==> config.mk <==
export PLATFORM = sky130hd
export DESIGN_NAME = free_index_allocator
export DESIGN_NICKNAME = d
export VERILOG_FILES = /design/src/sv/fia_pkg.sv /design/src/sv/free_index_allocator.sv
export SDC_FILE = /design/constraint.sdc
export NUM_CORES = 2
export LEC_CHECK = 0
export BUFFER_PORTS_ARGS = -buffer_cell sky130_fd_sc_hd__clkbuf_2
export CAP_MARGIN = 20
export CORE_MARGIN = 3
export CORE_UTILIZATION = 49
export CTS_BUF_LIST = sky130_fd_sc_hd__clkbuf_8
export CTS_CLUSTER_DIAMETER = 80
export DETAILED_ROUTE_END_ITERATION = 12
export GPL_TIMING_DRIVEN = 0
export SLEW_MARGIN = 15
export SYNTH_ARGS = -nofsm -noshare
export SYNTH_HDL_FRONTEND = slang
export SYNTH_SLANG_ARGS = --single-unit
==> constraint.sdc <==
create_clock -name clock -period 11.3 [get_ports clock]
set_input_delay 1.695 -clock clock [delete_from_list [all_inputs] [get_ports clock]]
set_output_delay 1.695 -clock clock [all_outputs]
set_load 0.02 [all_outputs]
==> src/sv/fia_pkg.sv <==
// Shared constants and types for the free index allocator.
package fia_pkg;

   localparam int MAX_ENTRIES_DEFAULT = 256;
   localparam int INDEX_LIMIT         = 256;
   localparam int IDX_W               = 8;
   localparam int CAP_W               = 9;
   localparam int STATUS_W            = 2;

   typedef logic [STATUS_W-1:0] status_type;

   localparam logic       FUNC_GET        = 1'b0;
   localparam logic       FUNC_PUT        = 1'b1;

   localparam status_type STATUS_OK       = 2'd0;
   localparam status_type STATUS_EMPTY    = 2'd1;
   localparam status_type STATUS_OVERFLOW = 2'd2;

endpackage

==> src/sv/free_index_allocator.sv <==
// Free index allocator: LIFO return stack over a counter of never-issued indices.
//
// Usage:
//   req channel (req_valid/req_ready): req_func selects get (FUNC_GET) or put
//   (FUNC_PUT); req_index_in is the index returned by a put.
//   rsp channel (rsp_valid/rsp_ready): one transfer per request, in order,
//   carrying rsp_index_out and rsp_status (ok, empty get, ignored put).
//   csr port: a write of csr_wr_data on csr_wr_en sets the capacity
//   (0 is taken as 1, values above the pool size saturate) and restarts
//   the pool. Write only while no request is in flight.
// Timing:
//   rsp_valid is registered: a request passes the read stage and then the output
//   register before it is answered. One request per cycle is taken in steady state
//   while rsp_ready stays high; the pool state is updated at the request transfer and
//   the popped entry is read through the registered port of the return-stack memory.
// Reset: no returned indices, all indices fresh, full capacity; stack memory not cleared.
// Stall:
//   With rsp_ready low, the output register holds its result and one more
//   request is taken into the read stage; then req_ready drops.
module free_index_allocator #(
   parameter int MAX_ENTRIES = fia_pkg::MAX_ENTRIES_DEFAULT
) (
   input  logic                      clock,
   input  logic                      reset,
   input  logic                      req_valid,
   output logic                      req_ready,
   input  logic                      req_func,
   input  logic [fia_pkg::IDX_W-1:0] req_index_in,
   output logic                      rsp_valid,
   input  logic                      rsp_ready,
   output logic [fia_pkg::IDX_W-1:0] rsp_index_out,
   output fia_pkg::status_type       rsp_status,
   input  logic                      csr_wr_en,
   input  logic [fia_pkg::CAP_W-1:0] csr_wr_data
);
   import fia_pkg::*;

   localparam int LIMIT  = (MAX_ENTRIES > INDEX_LIMIT) ? INDEX_LIMIT : MAX_ENTRIES;
   localparam int CNT_W  = $clog2(LIMIT + 1);
   localparam int ADDR_W = $clog2(LIMIT);

   logic [IDX_W-1:0]  stack_mem [LIMIT];

   logic [CNT_W-1:0]  cap_ff, cap_in;
   logic [CNT_W-1:0]  depth_ff, depth_in;
   logic [CNT_W-1:0]  fresh_ff, fresh_in;

   logic              s1_valid_ff, s1_valid_in;
   logic              s1_pop_ff;
   logic [IDX_W-1:0]  s1_index_ff;
   status_type        s1_status_ff;
   logic [IDX_W-1:0]  rd_ff;

   logic              s2_valid_ff, s2_valid_in;
   logic [IDX_W-1:0]  s2_index_ff;
   status_type        s2_status_ff;

   logic              req_xfer;
   logic              s1_adv;
   logic              do_pop;
   logic              do_push;
   logic              is_empty;
   logic              is_overflow;
   logic [ADDR_W-1:0] rd_addr;
   logic [ADDR_W-1:0] wr_addr;
   logic [CNT_W-1:0]  depth_dec;
   logic [IDX_W-1:0]  s1_index_in;
   status_type        s1_status_in;

   assign s1_adv    = s1_valid_ff && (!s2_valid_ff || rsp_ready);
   assign req_ready = !s1_valid_ff || s1_adv;
   assign req_xfer  = req_valid && req_ready;

   assign depth_dec = depth_ff - CNT_W'(1);
   assign rd_addr   = depth_dec[ADDR_W-1:0];
   assign wr_addr   = depth_ff[ADDR_W-1:0];

   always_comb begin
      do_pop       = 1'b0;
      do_push      = 1'b0;
      is_empty     = 1'b0;
      is_overflow  = 1'b0;
      s1_index_in  = '0;
      s1_status_in = STATUS_OK;
      depth_in     = depth_ff;
      fresh_in     = fresh_ff;
      if (req_func == FUNC_GET) begin
         if (depth_ff != '0) begin
            do_pop   = 1'b1;
            depth_in = depth_dec;
         end else if (fresh_ff < cap_ff) begin
            s1_index_in = IDX_W'(fresh_ff);
            fresh_in    = fresh_ff + CNT_W'(1);
         end else begin
            is_empty     = 1'b1;
            s1_status_in = STATUS_EMPTY;
         end
      end else begin
         if (fresh_ff == depth_ff) begin
            is_overflow  = 1'b1;
            s1_status_in = STATUS_OVERFLOW;
         end else begin
            do_push  = 1'b1;
            depth_in = depth_ff + CNT_W'(1);
         end
      end
   end

   always_comb begin
      cap_in = cap_ff;
      if (csr_wr_data == '0) begin
         cap_in = CNT_W'(1);
      end else if (csr_wr_data > CAP_W'(LIMIT)) begin
         cap_in = CNT_W'(LIMIT);
      end else begin
         cap_in = CNT_W'(csr_wr_data);
      end
   end

   assign s1_valid_in = req_xfer || (s1_valid_ff && !s1_adv);
   assign s2_valid_in = s1_adv || (s2_valid_ff && !rsp_ready);

   always_ff @(posedge clock) begin
      if (reset) begin
         cap_ff      <= CNT_W'(LIMIT);
         depth_ff    <= '0;
         fresh_ff    <= '0;
         s1_valid_ff <= 1'b0;
         s2_valid_ff <= 1'b0;
      end else begin
         s1_valid_ff <= s1_valid_in;
         s2_valid_ff <= s2_valid_in;
         if (csr_wr_en) begin
            cap_ff   <= cap_in;
            depth_ff <= '0;
            fresh_ff <= '0;
         end else if (req_xfer) begin
            depth_ff <= depth_in;
            fresh_ff <= fresh_in;
         end
      end
   end

   always_ff @(posedge clock) begin
      if (req_xfer && do_push) begin
         stack_mem[wr_addr] <= req_index_in;
      end
   end

   always_ff @(posedge clock) begin
      if (req_xfer && do_pop) begin
         rd_ff <= stack_mem[rd_addr];
      end
   end

   always_ff @(posedge clock) begin
      if (req_xfer) begin
         s1_pop_ff    <= do_pop;
         s1_index_ff  <= s1_index_in;
         s1_status_ff <= s1_status_in;
      end
      if (s1_adv) begin
         s2_index_ff  <= s1_pop_ff ? rd_ff : s1_index_ff;
         s2_status_ff <= s1_status_ff;
      end
   end

   assign rsp_valid     = s2_valid_ff;
   assign rsp_index_out = s2_index_ff;
   assign rsp_status    = s2_status_ff;

`ifndef SYNTHESIS
   a_depth_le_fresh: assert property (@(posedge clock) disable iff (reset)
      depth_ff <= fresh_ff)
      else $error("return stack deeper than issued count");

   a_fresh_le_cap: assert property (@(posedge clock) disable iff (reset)
      fresh_ff <= cap_ff)
      else $error("fresh counter beyond capacity");

   a_cap_range: assert property (@(posedge clock) disable iff (reset)
      cap_ff != '0 && cap_ff <= CNT_W'(LIMIT))
      else $error("capacity out of range");

   a_reject_holds: assert property (@(posedge clock) disable iff (reset)
      req_xfer && !csr_wr_en && (is_overflow || is_empty)
      |=> $stable(depth_ff) && $stable(fresh_ff))
      else $error("rejected request changed pool state");
`endif

endmodule

==> results.ini <==
[synth]
synth_cell_types=54
ys_seq_elements=2106
synth_warnings=0
synth.avg_cell_area_sq_um=21.0
synth_edf_count=2077
syn_area_sq_um=81400
yosysSeqAreaShare=0.773
ys.flop_type=edfxtp_1
synth_area_leader_cell=edfxtp_1
synth_nets=3908
synthArstFlopShare=0
synth_cells=3872
synth_top_area_frac=0.766
netlist_top_cells_area=edfxtp_1 (77%), mux4_2 (14%), a22oi_1 (1.8%)

[timing]
setup_viol=0
rsz0062_at_grt=no
post-route-min-period_ps=7380
fmax_ghz=0.135
worst_pin_slew_ps=1190
slew_headroom=0.205
clock_skew_ps=106
fin_crit_sh=0.653
fin_tns_setup_ps=0
hold_violations=0
maxSlewViolCount=0

[worst_hold_path]
min_path_type=flop to flop
hold_depth=0
hold_start=s1_status_ff[0]
hold_path_end=rsp_status[0]

[floorplan]
core_sq_um=164000
die_w_um=414
row_count=148
initial_utilization=0.497
ios=35
die_h_um=414
dieArea_sq_um=171000

[clocking]
cts.path.max_buffers=4
cts_resized=0
cts-root-buf=clkbuf_8
clk_transition_reported_paths_ps=60
htreeDepth=5
clock_latency_ps=1040
cts_hold_buf=0
cts_sinks=2106
post_cts_buffers=0
cts_buffers=354
cts_tree=built

[grt]
grt_antenna_before_repair=7
grt_max_degree=121
grt_pass1_wl_mm=307
gr-total-overflow=0
grt_pass1_vias=41500
grt_use_total=0.256

[layout]
drive_gt1_frac=0.245
fin_util=0.558
final_common_cell=edfxtp_1
final_cell_mix=edfxtp_1 (2077), mux4_2 (512), clkbuf_8 (367), nor2_1 (309), a22oi_1 (193)
final_nets=4340
syn2layout_area_growth_pct=12.3

[route]
dr.pass1.iters=6
vias=41400
postRouteAntennaNets=0
viasPerCell=6.17
routed_wl_mm=216
wire_per_inst_um=32.2
drtIter0Drc=4932
drc=0

[worst_setup_path]
cp-start-kind=flop
cp.arrival_ps=8090
reg2regPathDepth=15
cp-end-kind=flop
r2r-end=rd_ff[3]
cp_max_fo=10
worstPathRequired_ps=12010
critical_path_class=flop to flop
r2r_slack_ps=3920
r2r-start=depth_ff[0]

[job]
maxCapViolations=0

[place]
dp_hpwl_mm=140
io_buffers=34
gp_routability_congestion=0.969

[pwr]
power_per_cell_area_nw_per_um2=174
ir_drop_mv=0.137
p_leak_nw=28.5

[status]
status=finished, final reports clean

-- cell usage after synthesis, drive strengths merged, types with 29 or more instances --
library cell / count
nor2: 310
clkbuf: 126
dfxtp: 29
a22oi: 193
edfxtp: 2077
a22o: 48
mux2i: 30
buf: 106
mux4: 512
nand2: 116
a21oi: 84
-- report_power, final --
part           internal [mW]  switching (mW)  total, mW  leakage, nW
Combinational          0.403           0.884       1.29         6.03
Clock                   3.07            2.94       6.00         3.55
Sequential              8.60         0.00382       8.60         18.9
Total                   12.1            3.83       15.9         28.5
-- state kept, by name, summed over array words and instances, names as in the netlist --
register / cells
cap_ff: 9
rsp_valid: 1
rsp_index_out: 8
s1_valid_ff: 1
s1_pop_ff: 1
s1_status_ff: 2
depth_ff: 9
rd_ff: 8
fresh_ff: 9
stack_mem: 2048
s1_index_ff: 8
rsp_status: 2
-- worst max-delay path: stages, from the launching register on --
cell and delay, ps:
dfxtp_1 370, buf_2 210, buf_4 300, buf_4 390, buf_1 630, inv_1 210, ha_1 330, buf_2 440
clkbuf_1 580, clkbuf_2 640, clkbuf_1 820, mux4_2 440, a22oi_1 430, a21oi_1 270, nor3_1 590, o221ai_1 360
-- layout make-up --
| cell class | count | area, sq um |
|---|---|---|
| Timing Repair Buffer | 76 | 1200 |
| Clock inverter | 232 | 1110 |
| Antenna cell | 5 | 12.5 |
| Sequential cell | 2106 | 63000 |
| Tap cell | 2175 | 2720 |
| Inverter | 13 | 48.8 |
| Clock buffer | 359 | 4940 |
| Buffer | 232 | 1010 |
| Fill cell | 12600 | 72400 |
| Multi-Input combinational cell | 1521 | 17400 |
-- stage by stage --
| stage | cells | worst slack [ps] | hold WS [ps] | total power, mW | cell area [sq um] |
|---|---|---|---|---|---|
| floorplan | 3872 | 7180 | 400 | 9.39 | 81400 |
| global placement | 6081 | 3640 | 404 | 10.0 | 84300 |
| detailed placement | 6117 | 4110 | 405 | 10.0 | 85300 |
| CTS | 6708 | 4100 | 419 | 16.0 | 91400 |
| global route | 6716 | 3820 | 425 | 16.4 | 91400 |
| finish | 6719 | 3920 | 418 | 15.9 | 91400 |
-- cell families (layout without fill, tap and decap cells) --
logic type      count (synthesis)  after routing  share of synthesized area
flops                        2106           2106                      0.773
mux                           550            550                      0.146
simple gates                  550            550                     0.0290
compound gates                388            388                     0.0344
buf+inv                       245            912                     0.0127
xor+xnor                       20             20                    0.00224
fa+ha+maj                      13             13                    0.00200
other cells                     0              5                          0
-- layer usage --
metal  wire (um)  global-route usage
met5           0                   0
met1       88300               0.371
met2       99500               0.383
met4        7510              0.0943
met3       21100              0.0599
-- worst max path at each step --
stage,to,startpoint,slack (ps)
after floorplan,stack_mem[161][0],rsp_ready,7180
after global placement,rd_ff[1],depth_ff[0],3640
after detailed placement,rd_ff[1],depth_ff[0],4110
after CTS,rd_ff[1],depth_ff[0],4100
after global routing,rd_ff[3],depth_ff[0],3820
final,rd_ff[3],depth_ff[0],3920
Power figures use the tool's default switching activity.
